[config.mk]
export PLATFORM = sky130hd
export DESIGN_NAME = form_field_url_decoder_flat
export DESIGN_NICKNAME = d
export VERILOG_FILES = /design/src/hdl/ffud_pkg.sv /design/src/hdl/ffud_if.sv /design/src/hdl/ffud_front.sv /design/src/hdl/ffud_queue.sv /design/src/hdl/ffud_back.sv /design/src/hdl/form_field_url_decoder.sv /design/src/flat_wrapper.sv
export VERILOG_INCLUDE_DIRS = /design/src /design/src/hdl
export SDC_FILE = /design/constraint.sdc
export NUM_CORES = 1
export LEC_CHECK = 0
export BUFFER_PORTS_ARGS = -buffer_cell sky130_fd_sc_hd__buf_4
export CAP_MARGIN = 20
export CORE_ASPECT_RATIO = 2
export CORE_MARGIN = 2
export CORE_UTILIZATION = 35
export CTS_CLUSTER_DIAMETER = 200
export DETAILED_ROUTE_END_ITERATION = 10
export PLACE_DENSITY = 0.56
export SLEW_MARGIN = 40
export SYNTH_ARGS = -nofsm -noshare
export SYNTH_HDL_FRONTEND = slang
export SYNTH_SLANG_ARGS = --single-unit
[constraint.sdc]
create_clock -name clk -period 19.33 [get_ports clk]
set_input_delay 1.933 -clock clk [delete_from_list [all_inputs] [get_ports clk]]
set_output_delay 1.933 -clock clk [all_outputs]
set_load 0.02 [all_outputs]
[src/hdl/form_field_url_decoder_defines.svh]
`ifndef FORM_FIELD_URL_DECODER_DEFINES_SVH
`define FORM_FIELD_URL_DECODER_DEFINES_SVH

// Check a same-cycle implication at every rising edge outside reset
`define FFUD_ASSERT_NOW(label, ante, cons, msg) \
    label: assert property (@(posedge clk) disable iff (!rst_n) (ante) |-> (cons)) \
        else $error(msg);

// Check that a condition leads to a consequence in the next cycle
`define FFUD_ASSERT_NEXT(label, ante, cons, msg) \
    label: assert property (@(posedge clk) disable iff (!rst_n) (ante) |=> (cons)) \
        else $error(msg);

`endif

[src/hdl/ffud_pkg.sv]
package ffud_pkg;

    // Character codes
    localparam logic [7:0] CH_PCT   = 8'h25;
    localparam logic [7:0] CH_PLUS  = 8'h2B;
    localparam logic [7:0] CH_MINUS = 8'h2D;
    localparam logic [7:0] CH_AMP   = 8'h26;
    localparam logic [7:0] CH_EQ    = 8'h3D;
    localparam logic [7:0] CH_SP    = 8'h20;
    localparam logic [7:0] CH_TAB   = 8'h09;
    localparam logic [7:0] CH_CR    = 8'h0D;
    localparam logic [7:0] CH_ZERO  = 8'h30;
    localparam logic [7:0] CH_NINE  = 8'h39;
    localparam logic [7:0] CH_LA    = 8'h61;
    localparam logic [7:0] CH_LF    = 8'h66;
    localparam logic [7:0] CH_UA    = 8'h41;
    localparam logic [7:0] CH_UF    = 8'h46;

    // Configuration register indexes
    localparam logic [1:0] REG_NAME_LOW  = 2'd0;
    localparam logic [1:0] REG_NAME_HIGH = 2'd1;
    localparam logic [1:0] REG_NAME_LEN  = 2'd2;
    localparam logic [1:0] REG_OUT_CAP   = 2'd3;

    localparam logic [4:0] NAME_LEN_RESET = 5'd4;
    localparam logic [7:0] OUT_CAP_RESET  = 8'd63;

    // Decoupling queue between parser and result sequencer
    localparam int QUEUE_DEPTH = 4;
    localparam int QPTR_W      = $clog2(QUEUE_DEPTH);
    localparam int QCNT_W      = $clog2(QUEUE_DEPTH + 1);

    typedef enum logic [1:0] {
        PH_MATCH,
        PH_SKIP,
        PH_VALUE,
        PH_DONE
    } phase_t;

    typedef struct packed {
        logic [63:0] name_low;
        logic [63:0] name_high;
        logic [4:0]  name_len;
        logic [7:0]  out_cap;
    } cfg_t;

    // Up to two value bytes and the end-of-body word caused by one input byte
    typedef struct packed {
        logic       b0_vld;
        logic [7:0] b0;
        logic       b1_vld;
        logic [7:0] b1;
        logic       fin;
        logic       found;
    } pkt_t;

    typedef struct packed {
        logic b0;
        logic b1;
        logic fin;
    } res_flags_t;

    function automatic logic is_ws(input logic [7:0] c);
        return (c == CH_SP) || (c >= CH_TAB && c <= CH_CR);
    endfunction

    function automatic logic is_hex(input logic [7:0] c);
        return (c >= CH_ZERO && c <= CH_NINE) || (c >= CH_LA && c <= CH_LF)
            || (c >= CH_UA && c <= CH_UF);
    endfunction

    function automatic logic [3:0] hex_nib(input logic [7:0] c);
        logic [7:0] d;
        if (c >= CH_ZERO && c <= CH_NINE)
            d = c - CH_ZERO;
        else if (c >= CH_LA && c <= CH_LF)
            d = c - CH_LA + 8'd10;
        else
            d = c - CH_UA + 8'd10;
        return d[3:0];
    endfunction

    function automatic logic [7:0] plain(input logic [7:0] c);
        return (c == CH_PLUS) ? CH_SP : c;
    endfunction

    // Two-character base-16 conversion: leading white space, optional sign, hex digits
    function automatic logic [7:0] pct_conv(input logic [7:0] c0, input logic [7:0] c1);
        logic [7:0] v;
        logic       neg;
        v   = 8'd0;
        neg = 1'b0;
        if (is_ws(c0))
        begin
            if (is_hex(c1))
                v = {4'h0, hex_nib(c1)};
        end
        else if (c0 == CH_PLUS || c0 == CH_MINUS)
        begin
            neg = (c0 == CH_MINUS);
            if (is_hex(c1))
                v = {4'h0, hex_nib(c1)};
        end
        else if (is_hex(c0))
        begin
            if (is_hex(c1))
                v = {hex_nib(c0), hex_nib(c1)};
            else
                v = {4'h0, hex_nib(c0)};
        end
        if (neg)
            v = ~v + 8'd1;
        return v;
    endfunction

endpackage

[src/hdl/ffud_if.sv]
interface ffud_in_if;
    logic       valid;
    logic       ready;
    logic [7:0] body_byte;
    logic       body_last;

    modport source (output valid, output body_byte, output body_last, input ready);
    modport sink (input valid, input body_byte, input body_last, output ready);
endinterface

interface ffud_out_if;
    logic       valid;
    logic       ready;
    logic       has_byte;
    logic [7:0] decoded_byte;
    logic       field_found;
    logic       final_res;

    modport source (output valid, output has_byte, output decoded_byte,
                    output field_found, output final_res, input ready);
    modport sink (input valid, input has_byte, input decoded_byte,
                  input field_found, input final_res, output ready);
endinterface

interface ffud_cfg_if;
    logic        valid;
    logic        ready;
    logic [1:0]  index;
    logic [63:0] data;

    modport source (output valid, output index, output data, input ready);
    modport sink (input valid, input index, input data, output ready);
endinterface

[src/hdl/ffud_front.sv]
module ffud_front #(
    parameter int NAME_MAX_CHARS = 16
) (
    input  logic            clk,
    input  logic            rst_n,
    input  ffud_pkg::cfg_t  cfg,
    ffud_in_if.sink         body_in,
    input  logic            q_full,
    output logic            q_push,
    output ffud_pkg::pkt_t  q_pkt
);
    import ffud_pkg::*;

    localparam logic [4:0] NAME_MAX_W = 5'(NAME_MAX_CHARS);

    phase_t      phase_reg, phase_next, phase_mid;
    logic [4:0]  pos_reg, pos_next, pos_mid;
    logic [1:0]  pend_reg, pend_next, pend_mid;
    logic [7:0]  pf_reg, pf_next, pf_mid;
    logic [7:0]  emitted_reg, emitted_next;
    logic        found_reg, found_next, found_mid;

    logic [7:0]   b;
    logic         last;
    logic         accept;
    logic [4:0]   name_len;
    logic [127:0] name_vec;
    logic [7:0]   name_ch;
    logic [7:0]   conv;
    logic         se_vld, s0_vld, s1_vld, e0, e1;
    logic [7:0]   se_b, s0_b, s1_b;
    logic [1:0]   fl_cnt;
    logic [7:0]   fl_first;
    logic [8:0]   cnt1;

    assign b        = body_in.body_byte;
    assign last     = body_in.body_last;
    assign body_in.ready = !q_full;
    assign accept   = body_in.valid && body_in.ready;
    assign name_len = (cfg.name_len > NAME_MAX_W) ? NAME_MAX_W : cfg.name_len;
    assign name_vec = {cfg.name_high, cfg.name_low};
    assign name_ch  = name_vec[{pos_reg[3:0], 3'b000} +: 8];
    assign conv     = pct_conv(pf_reg, b);

    // Step the parser on the current word
    always_comb
    begin
        phase_mid = phase_reg;
        pos_mid   = pos_reg;
        pend_mid  = pend_reg;
        pf_mid    = pf_reg;
        found_mid = found_reg;
        if (b == 8'd0)
        begin
            if (phase_reg == PH_VALUE)
            begin
                pend_mid = 2'd0;
                pf_mid   = 8'd0;
            end
            phase_mid = PH_DONE;
        end
        else
        begin
            unique case (phase_reg)
                PH_MATCH:
                begin
                    if ((pos_reg < name_len) ? (b == name_ch) : (b == CH_EQ))
                    begin
                        if (pos_reg >= name_len)
                        begin
                            phase_mid = PH_VALUE;
                            found_mid = 1'b1;
                        end
                        else
                            pos_mid = pos_reg + 5'd1;
                    end
                    else
                    begin
                        pos_mid   = 5'd0;
                        phase_mid = (b == CH_AMP) ? PH_MATCH : PH_SKIP;
                    end
                end
                PH_SKIP:
                begin
                    if (b == CH_AMP)
                    begin
                        phase_mid = PH_MATCH;
                        pos_mid   = 5'd0;
                    end
                end
                PH_VALUE:
                begin
                    if (b == CH_AMP)
                    begin
                        pend_mid  = 2'd0;
                        pf_mid    = 8'd0;
                        phase_mid = PH_DONE;
                    end
                    else if (pend_reg == 2'd0)
                    begin
                        if (b == CH_PCT)
                            pend_mid = 2'd1;
                    end
                    else if (pend_reg == 2'd1)
                    begin
                        pf_mid   = b;
                        pend_mid = 2'd2;
                    end
                    else
                    begin
                        pend_mid = 2'd0;
                        pf_mid   = 8'd0;
                    end
                end
                PH_DONE:
                begin
                end
                default:
                begin
                end
            endcase
        end
    end

    // Clear body state after the last word
    always_comb
    begin
        if (last)
        begin
            phase_next   = PH_MATCH;
            pos_next     = 5'd0;
            pend_next    = 2'd0;
            pf_next      = 8'd0;
            found_next   = 1'b0;
            emitted_next = 8'd0;
        end
        else
        begin
            phase_next   = phase_mid;
            pos_next     = pos_mid;
            pend_next    = pend_mid;
            pf_next      = pf_mid;
            found_next   = found_mid;
            emitted_next = emitted_reg + 8'(e0) + 8'(e1);
        end
    end

    // Build the result packet for the current word
    always_comb
    begin
        se_vld = 1'b0;
        se_b   = 8'd0;
        if (b != 8'd0 && phase_reg == PH_VALUE && b != CH_AMP)
        begin
            if (pend_reg == 2'd0 && b != CH_PCT)
            begin
                se_vld = 1'b1;
                se_b   = plain(b);
            end
            else if (pend_reg == 2'd2 && conv != 8'd0)
            begin
                se_vld = 1'b1;
                se_b   = conv;
            end
        end

        // Pending percent escape flushed at value end
        if (phase_reg == PH_VALUE && (b == 8'd0 || b == CH_AMP))
        begin
            fl_cnt   = pend_reg;
            fl_first = pf_reg;
        end
        else if (last && phase_mid == PH_VALUE)
        begin
            fl_cnt   = pend_mid;
            fl_first = pf_mid;
        end
        else
        begin
            fl_cnt   = 2'd0;
            fl_first = 8'd0;
        end

        if (se_vld)
        begin
            s0_vld = 1'b1;
            s0_b   = se_b;
            s1_vld = 1'b0;
            s1_b   = 8'd0;
        end
        else
        begin
            s0_vld = (fl_cnt != 2'd0);
            s0_b   = CH_PCT;
            s1_vld = (fl_cnt == 2'd2);
            s1_b   = plain(fl_first);
        end

        // Drop bytes beyond the output capacity
        e0   = s0_vld && (emitted_reg < cfg.out_cap);
        cnt1 = {1'b0, emitted_reg} + 9'(e0);
        e1   = s1_vld && (cnt1 < {1'b0, cfg.out_cap});

        q_pkt.b0_vld = e0;
        q_pkt.b0     = s0_b;
        q_pkt.b1_vld = e1;
        q_pkt.b1     = s1_b;
        q_pkt.fin    = last;
        q_pkt.found  = found_mid;
        q_push       = accept && (e0 || e1 || last);
    end

    // Advance parser state on each accepted word
    always_ff @(posedge clk or negedge rst_n)
    begin
        if (!rst_n)
        begin
            phase_reg   <= PH_MATCH;
            pos_reg     <= 5'd0;
            pend_reg    <= 2'd0;
            pf_reg      <= 8'd0;
            emitted_reg <= 8'd0;
            found_reg   <= 1'b0;
        end
        else if (accept)
        begin
            phase_reg   <= phase_next;
            pos_reg     <= pos_next;
            pend_reg    <= pend_next;
            pf_reg      <= pf_next;
            emitted_reg <= emitted_next;
            found_reg   <= found_next;
        end
    end

endmodule

[src/hdl/ffud_queue.sv]
module ffud_queue (
    input  logic            clk,
    input  logic            rst_n,
    input  logic            push,
    input  ffud_pkg::pkt_t  push_pkt,
    output logic            full,
    input  logic            pop,
    output ffud_pkg::pkt_t  pop_pkt,
    output logic            empty
);
    import ffud_pkg::*;

    pkt_t              mem [QUEUE_DEPTH];
    logic [QPTR_W-1:0] wr_ptr_reg, rd_ptr_reg;
    logic [QCNT_W-1:0] cnt_reg, cnt_next;

    assign full    = (cnt_reg == QCNT_W'(QUEUE_DEPTH));
    assign empty   = (cnt_reg == '0);
    assign pop_pkt = mem[rd_ptr_reg];

    always_comb
    begin
        cnt_next = cnt_reg;
        if (push && !pop)
            cnt_next = cnt_reg + QCNT_W'(1);
        else if (pop && !push)
            cnt_next = cnt_reg - QCNT_W'(1);
    end

    // Store pushed packets
    always_ff @(posedge clk)
    begin
        if (push)
            mem[wr_ptr_reg] <= push_pkt;
    end

    // Advance pointers and fill count
    always_ff @(posedge clk or negedge rst_n)
    begin
        if (!rst_n)
        begin
            wr_ptr_reg <= '0;
            rd_ptr_reg <= '0;
            cnt_reg    <= '0;
        end
        else
        begin
            if (push)
                wr_ptr_reg <= wr_ptr_reg + QPTR_W'(1);
            if (pop)
                rd_ptr_reg <= rd_ptr_reg + QPTR_W'(1);
            cnt_reg <= cnt_next;
        end
    end

endmodule

[src/hdl/ffud_back.sv]
module ffud_back (
    input  logic            clk,
    input  logic            rst_n,
    input  ffud_pkg::pkt_t  pkt_in,
    input  logic            q_empty,
    output logic            q_pop,
    ffud_out_if.source      dec_out
);
    import ffud_pkg::*;

    res_flags_t rem_reg, rem_next, rem_after;
    logic [7:0] b0_reg, b1_reg;
    logic       found_reg;
    logic       accept;
    logic       byte_sel;

    // Present the first pending word of the held packet
    always_comb
    begin
        byte_sel             = rem_reg.b0 || rem_reg.b1;
        dec_out.valid        = byte_sel || rem_reg.fin;
        dec_out.has_byte     = byte_sel;
        dec_out.decoded_byte = rem_reg.b0 ? b0_reg : (rem_reg.b1 ? b1_reg : 8'd0);
        dec_out.field_found  = !byte_sel && found_reg;
        dec_out.final_res    = !byte_sel && rem_reg.fin;
    end

    assign accept = dec_out.valid && dec_out.ready;

    // Drop the delivered word and load the next packet when drained
    always_comb
    begin
        rem_after = rem_reg;
        if (accept)
        begin
            priority if (rem_reg.b0)
                rem_after.b0 = 1'b0;
            else if (rem_reg.b1)
                rem_after.b1 = 1'b0;
            else
                rem_after.fin = 1'b0;
        end
        q_pop = !q_empty && (rem_after == '0);
        if (q_pop)
        begin
            rem_next.b0  = pkt_in.b0_vld;
            rem_next.b1  = pkt_in.b1_vld;
            rem_next.fin = pkt_in.fin;
        end
        else
            rem_next = rem_after;
    end

    always_ff @(posedge clk or negedge rst_n)
    begin
        if (!rst_n)
            rem_reg <= '0;
        else
            rem_reg <= rem_next;
    end

    // Hold packet payload
    always_ff @(posedge clk)
    begin
        if (q_pop)
        begin
            b0_reg    <= pkt_in.b0;
            b1_reg    <= pkt_in.b1;
            found_reg <= pkt_in.found;
        end
    end

endmodule

[src/hdl/form_field_url_decoder.sv]
// Form field extractor with URL decoding.
// body_in takes one word per cycle while its ready is high: a body byte and body_last on the final byte.
// At body start and after each '&' the bytes are compared with the configured
// field name and '='; the first matching field's value is decoded ('+' to space,
// '%xx' to a byte, zero results dropped) and sent on dec_out one byte per word.
// Each body ends with one word carrying final_res and field_found.
// cfg writes the name, its length and the output byte limit; it is always ready
// and must only be written while the block is idle.
// Throughput: one body byte per cycle while dec_out is ready and no more than one
// result per byte is produced; a byte that ends a value with a pending escape yields
// up to three words, delivered one per cycle by the result sequencer while dec_out is ready.
// A result reaches dec_out through the packet queue, which the parser writes when
// its byte is accepted, and then the sequencer's output register, which loads it
// from the queue once the previously held packet has been delivered.
// A four-entry packet queue separates parser and sequencer; body_in.ready drops
// only when that queue is full, so a stalled receiver backs up after five packets
// (one held by the sequencer, four queued).
// Reset clears parser state, queue and output; configuration returns to name
// length 4, output limit 63 and an all-zero name.
`include "form_field_url_decoder_defines.svh"

module form_field_url_decoder #(
    parameter int NAME_MAX_CHARS = 16
) (
    input  logic        clk,
    input  logic        rst_n,
    ffud_in_if.sink     body_in,
    ffud_out_if.source  dec_out,
    ffud_cfg_if.sink    cfg
);
    import ffud_pkg::*;

    cfg_t cfg_reg;
    pkt_t push_pkt, pop_pkt;
    logic q_push, q_pop, q_full, q_empty;

    assign cfg.ready = 1'b1;

    // Write configuration registers
    always_ff @(posedge clk or negedge rst_n)
    begin
        if (!rst_n)
        begin
            cfg_reg.name_low  <= 64'd0;
            cfg_reg.name_high <= 64'd0;
            cfg_reg.name_len  <= NAME_LEN_RESET;
            cfg_reg.out_cap   <= OUT_CAP_RESET;
        end
        else if (cfg.valid && cfg.ready)
        begin
            unique case (cfg.index)
                REG_NAME_LOW:  cfg_reg.name_low  <= cfg.data;
                REG_NAME_HIGH: cfg_reg.name_high <= cfg.data;
                REG_NAME_LEN:  cfg_reg.name_len  <= cfg.data[4:0];
                REG_OUT_CAP:   cfg_reg.out_cap   <= cfg.data[7:0];
                default:       cfg_reg.out_cap   <= cfg_reg.out_cap;
            endcase
        end
    end

    ffud_front #(
        .NAME_MAX_CHARS (NAME_MAX_CHARS)
    ) u_front (
        .clk     (clk),
        .rst_n   (rst_n),
        .cfg     (cfg_reg),
        .body_in (body_in),
        .q_full  (q_full),
        .q_push  (q_push),
        .q_pkt   (push_pkt)
    );

    ffud_queue u_queue (
        .clk      (clk),
        .rst_n    (rst_n),
        .push     (q_push),
        .push_pkt (push_pkt),
        .full     (q_full),
        .pop      (q_pop),
        .pop_pkt  (pop_pkt),
        .empty    (q_empty)
    );

    ffud_back u_back (
        .clk     (clk),
        .rst_n   (rst_n),
        .pkt_in  (pop_pkt),
        .q_empty (q_empty),
        .q_pop   (q_pop),
        .dec_out (dec_out)
    );

    `FFUD_ASSERT_NOW(a_push_not_full, q_push, !q_full, "packet pushed into full queue")
    `FFUD_ASSERT_NOW(a_pop_not_empty, q_pop, !q_empty, "packet popped from empty queue")
    `FFUD_ASSERT_NEXT(a_pop_shows_word, q_pop, dec_out.valid, "loaded packet shows no word")
    `FFUD_ASSERT_NOW(a_final_no_byte, dec_out.valid && dec_out.final_res, !dec_out.has_byte && dec_out.decoded_byte == 8'd0, "final word carries a byte")

endmodule

[src/flat_wrapper.sv]
// flat-port wrapper written by rule: the top's interface ports become plain ports
module form_field_url_decoder_flat import ffud_pkg::*;
#(
    parameter int NAME_MAX_CHARS = 16
)
  (clk, rst_n, body_in_valid, body_in_body_byte, body_in_body_last, body_in_ready, dec_out_valid, dec_out_has_byte, dec_out_decoded_byte, dec_out_field_found, dec_out_final_res, dec_out_ready, cfg_valid, cfg_index, cfg_data, cfg_ready);
  ffud_in_if body_in_i ();
  ffud_out_if dec_out_i ();
  ffud_cfg_if cfg_i ();
  input  logic clk;
  input  logic rst_n;
  input wire logic [$bits(body_in_i.valid)-1:0] body_in_valid;
  input wire logic [$bits(body_in_i.body_byte)-1:0] body_in_body_byte;
  input wire logic [$bits(body_in_i.body_last)-1:0] body_in_body_last;
  output wire logic [$bits(body_in_i.ready)-1:0] body_in_ready;
  output wire logic [$bits(dec_out_i.valid)-1:0] dec_out_valid;
  output wire logic [$bits(dec_out_i.has_byte)-1:0] dec_out_has_byte;
  output wire logic [$bits(dec_out_i.decoded_byte)-1:0] dec_out_decoded_byte;
  output wire logic [$bits(dec_out_i.field_found)-1:0] dec_out_field_found;
  output wire logic [$bits(dec_out_i.final_res)-1:0] dec_out_final_res;
  input wire logic [$bits(dec_out_i.ready)-1:0] dec_out_ready;
  input wire logic [$bits(cfg_i.valid)-1:0] cfg_valid;
  input wire logic [$bits(cfg_i.index)-1:0] cfg_index;
  input wire logic [$bits(cfg_i.data)-1:0] cfg_data;
  output wire logic [$bits(cfg_i.ready)-1:0] cfg_ready;
  assign body_in_i.valid = body_in_valid;
  assign body_in_i.body_byte = body_in_body_byte;
  assign body_in_i.body_last = body_in_body_last;
  assign body_in_ready = body_in_i.ready;
  assign dec_out_valid = dec_out_i.valid;
  assign dec_out_has_byte = dec_out_i.has_byte;
  assign dec_out_decoded_byte = dec_out_i.decoded_byte;
  assign dec_out_field_found = dec_out_i.field_found;
  assign dec_out_final_res = dec_out_i.final_res;
  assign dec_out_i.ready = dec_out_ready;
  assign cfg_i.valid = cfg_valid;
  assign cfg_i.index = cfg_index;
  assign cfg_i.data = cfg_data;
  assign cfg_ready = cfg_i.ready;
  form_field_url_decoder #(.NAME_MAX_CHARS(NAME_MAX_CHARS)) u_core (.clk(clk), .rst_n(rst_n), .body_in(body_in_i), .dec_out(dec_out_i), .cfg(cfg_i));
endmodule
# == Word-level counts from Yosys, hierarchy flattened ==
# Memory sizes are Yosys's and may differ from the RTL's.
# Cells that the tools add are included.
# word_totals
register_bits,194
ram_bits,80
input_bits,80
output_inout_bits,14
word_cells,214
memories,1
# memory_table
memory,depth,width,read_ports,rd_clocked_by_memory_dff,write_ports,line,rtl
u_core.u_queue.mem,4,20,1,0,1,ffud_queue.sv:13,pkt_t mem [QUEUE_DEPTH];
# classes
addsub,19
order_cmp,19
eq_ne,24
n_shift,1
muxes,75
bitwise_logic,1
n_reduce_logical,55
# op_table
cell,n
two-way mux 8 bit,24
variable part select 128 x 8 -> 8 bit,1
"== test 8 x 6 -> 1 bit, second input constant",8
two-way mux 2 bit,17
">= comparator 8 x 7 -> 1 bit, second input constant",4
"less-or-equal comparator 8 x 7 -> 1 bit, second input constant",4
two-way mux 5 bit,6
"subtractor 4 x 1 -> 4 bit, second input constant",6
logical AND 1 bit,23
two-way mux 4 bit,5
two-way mux 1 bit,17
"adder 4 bit, second input constant",4
adder 8 x 1 -> 8 bit,2
">= comparator 8 x 6 -> 1 bit, second input constant",2
"less-or-equal comparator 8 x 6 -> 1 bit, second input constant",2
"inequality test 8 x 6 -> 1 bit, second input constant",2
nonzero test 8 bit,2
"== test 2 bit, second input constant",6
two-way mux 3 bit,4
logical OR 1 bit,11
case mux 5 bit (2 select lines),1
adder 8 x 1 -> 9 bit,1
less-than comparator 9 x 8 -> 1 bit,1
"adder 8 x 1 -> 8 bit, second input constant",1
other kinds (26),40

# == Longest topological paths before layout ==
# logic_depth
depth_word,28
depth_mapped,34
mapped_depth_nobuf,32

# == Hierarchy ==
# From an unflattened synthesis, not the netlist that was laid out.
# hier_totals
hier_cells,1052
hier_area_um2,14465.1
# modules_own_cells
module,n_inst,cells_each,area_each_um2,seq_area_each_um2
form_field_url_decoder,1,302,5825.6,3537.1
ffud_front,1,559,4558.1,650.6
ffud_queue,1,138,3283.1,2577.5
ffud_back,1,53,798.3,585.6

# == Worst setup path after synthesis ==
# No wires, ideal clock.
# synth_path
path_kind,input -> register
start,input port body_in_body_byte[1]
end,memory u_core.u_queue.mem[0][0] (netlist name) (enable)
setup_ps,397
t_arrival_ps,7441
required_ps,18933
path_slack_ps,11492
path_stages,26
path_buffers,1
cell_sequence,clkbuf_1 > inv_1 > ha_1 > o21bai_1 > nor2_1 > o32ai_2 > a21oi_1 > a22oi_1 > ha_1 > nand2_1 > a21oi_1 > a31oi_1 > o31ai_1 > nand3_1 > ha_1 > xor2_1 > ha_1 > a21o_1 > a21o_1 > a21o_1 > a21o_1 > a21oi_1 > o21ai_0 > a211oi_2 > o31ai_4 > nor2_1
# synth_lines
element,line,rtl
"start, declared",flat_wrapper.sv:13,input wire logic [$bits(body_in_i.body_byte)-1:0] body_in_body_byte;
"end, declared",ffud_queue.sv:13,

==> run metrics <==
area share of fa/ha/maj cells after synthesis=0.0374; Setup Buffers After CTS=0; RSZ-0062 raised after global routing=no; pre-CTS setup slack=10.71 ns; initial core utilization=0.355; Tcrit/Tclk final=0.420; average wire per standard cell=20.7 um; CP endpoint kind=flip-flop; most frequent cells in the layout=dfrtp_1, mux2_2, buf_4; first-pass GRT wire length=55500 um; max-slew violation count=0; Worst Skew=0.0261 ns; Cell Area, Placed=15200 sq um; setup TNS=0 ns; largest net degree at the start of global routing=72; Worst-Skew Late Latency=0.55 ns; Inst Count DP=1657; number of distinct library cells after synthesis=80; RR Endpoint=u_core.u_queue.cnt_reg[2]$_DFFE_PN0P_; gp weighted congestion=0.987; Worst Tran Pin Value=0.800 ns; Inserted Diodes=0; startpoint types=primary input; fin nets=1278; RR Startpoint=u_core.u_front.pf_reg[1]$_DFFE_PN0P_; CTS buffer count=24; max frequency=123 MHz; global route hottest layer=met2; peak supply drop=93.5 uV; CTS tree=built; Core Area=39600 sq um; Post-Synth XOR/XNOR Area=0.0131; CP Data Arrival Time=8.58 ns; Die Y=287 um; share of layout cells above drive strength 1=0.305; FILL cells=3701; hpwl dp=25800 um; Hold Path End=u_core.cfg_reg[22]$_DFFE_PN0P_; r2r worst-path depth=32; status=completed; Final Critical Period=8.12 ns; ys flop type=dfrtp_1; syn_nets=1214; Ports=94; # setup viols final=0; Syn-to-layout area delta=14.4%; MaxCap Viol Count=0; Final Hold Vio Count=0; Syn. warnings=0; Via density=5.39; Worst Setup Path Type=primary input to flip-flop; CTS resizes=0; initial drt markers=387; Avg Inst Size Synth=12.8 sq um; delay of the slowest cell on the worst path=0.49 ns; Post-Syn Area=14000 sq um; Post-synth ARST share=0.646; clock tree buffer depth=3; final WL=35100 um; number of flops mapped to enable cells by yosys=97; Rel. slew slack=0.463; most used cell, CP=ha_1; clock root cell=clkbuf_16; CP Max Fanout=11; cts hold-fix bufs=0; antenna violations before repair=0; routed vias=9169; fin worst setup slack=11.21 ns; FF-to-FF setup slack=11.75 ns; CP Data Required Time=19.79 ns; CTS clk-pin slew, worst paths=0.07 ns; worst hold path depth=1; GRT Residual Overflow=0; max FFs per register=141; slowest CP cell=o32ai_2; H-tree Lvls=1; Port Buffers=92; post-synthesis register bit count=274; total track usage=0.169; Post-Layout Cell Count=1701; DIE WIDTH=146 um; worst hold start=u_core.cfg_reg[22]$_DFFE_PN0P_; met2 Resource Use GR=0.333; met1 Use GR=0.166; largest family of logic cells by synthesized area=multiplexers; die area=41900 sq um; Compound-Gate Fraction of Synth Area=0.0972; Post-route DRC=0; sequential share of the synthesized area=0.523; Post-DRT Antenna Nets=0; CTS sink cnt=274; synthesized-area fraction occupied by and/or/nand/nor cells=0.0884; Std-Cell Rows=103; Mapped Cells=1094; leakage=6.31 nW; vias in the first global route=9823; design area=16100 sq um; 1st-pass router iterations=7; mux contribution to synthesized area=0.210; most common library cell in the layout ignoring fill and taps=dfrtp_1; Hold Path Class=flip-flop to flip-flop; pwr/cell area=109 nW/um^2; routing usage on met3=0.0259
[cells by family (layout without fill, tap and decap cells)]
| family | count (synthesis) | after routing |
|---|---|---|
| xor gates and xnor gates | 21 | 21 |
| AOI/OAI and AO/OA | 193 | 193 |
| and+or+nand+nor | 247 | 247 |
| DFF | 274 | 274 |
| adders and majority gates | 41 | 41 |
| other | 1 | 1 |
| muxes | 214 | 214 |
| buffers and inverters | 103 | 185 |
[power breakdown]
group	switching, W	internal [W]
sequential	0.0000887	0.000723
combinational	0.000206	0.000211
clock	0.000221	0.000295
total	0.000515	0.00123
[worst max path at each step]
stage | startpoint | endpoint | cells after the start
after CTS | body_in_body_byte[0] | u_core.u_queue.cnt_reg[2]$_DFFE_PN0P_ | 32
after detailed placement | body_in_body_byte[0] | u_core.u_queue.cnt_reg[2]$_DFFE_PN0P_ | 32
after global routing | body_in_body_byte[0] | u_core.u_queue.cnt_reg[2]$_DFFE_PN0P_ | 32
final | body_in_body_byte[0] | u_core.u_queue.cnt_reg[2]$_DFFE_PN0P_ | 32
after floorplan | body_in_body_byte[1] | u_core.u_queue.mem[0][0]$_DFFE_PP_ | 26
after global placement | body_in_body_byte[0] | u_core.u_queue.cnt_reg[2]$_DFFE_PN0P_ | 32
[synthesized netlist by cell type, types with 10 or more instances]
cell      number  share of area
nor2b_1       11         0.0049
nand4_1       10         0.0045
nor2_1        50          0.013
a22o_1        15         0.0094
a22oi_1       21          0.011
nand3_1       27         0.0096
a21oi_1       30          0.011
mux2_2       149           0.12
mux4_2        39          0.063
a21o_1        13         0.0069
nand2_1       69          0.018
dfrtp_1      170           0.30
xnor2_1       15         0.0094
inv_1         35         0.0094
mux2i_1       17          0.012
nand2b_1      12         0.0053
nor3_1        18         0.0064
ha_1          38          0.034
clkbuf_1      44          0.012
edfxtp_1      97           0.21
o21ai_0       42          0.015
o211ai_1      10         0.0053
buf_2         11         0.0039
[per-stage QoR]
stage | power, W | hold slack [ns] | util
after floorplan | 0.00110 | 0.455 | -
after global placement | 0.00124 | 0.476 | 0.385
after detailed placement | 0.00125 | 0.487 | 0.385
after CTS | 0.00177 | 0.503 | 0.406
after global routing | 0.00184 | 0.511 | 0.406
final | 0.00174 | 0.498 | 0.406
[cell type report]
type | count | area [sq um] | share of cell area
Clock buffer | 30 | 654 | 0.0407
Clock inverter | 14 | 179 | 0.0111
Inverter | 36 | 135 | 0.00841
Multi-Input combinational cell | 717 | 6280 | 0.391
Sequential cell | 274 | 7360 | 0.458
Tap cell | 525 | 657 | 0.0409
Timing Repair Buffer | 105 | 803 | 0.0500
[worst max-delay path: cells and delay by family]
kind                     cells  cell delay (ns)
AO/OA/AOI/OAI               15             3.28
AND/OR/NAND/NOR              4             0.64
adder cells (fa/ha/maj)      6             1.77
XOR/XNOR                     3             0.46
buffers and inverters        4             0.48
[routing by layer]
metal | up-vias | wire, um
met5 | - | 0
met4 | 0 | 1940
met3 | 94 | 1560
met2 | 268 | 19800
met1 | 4557 | 11800
li1 | 4250 | -
Note: power is estimated with default switching activity, not from simulation.
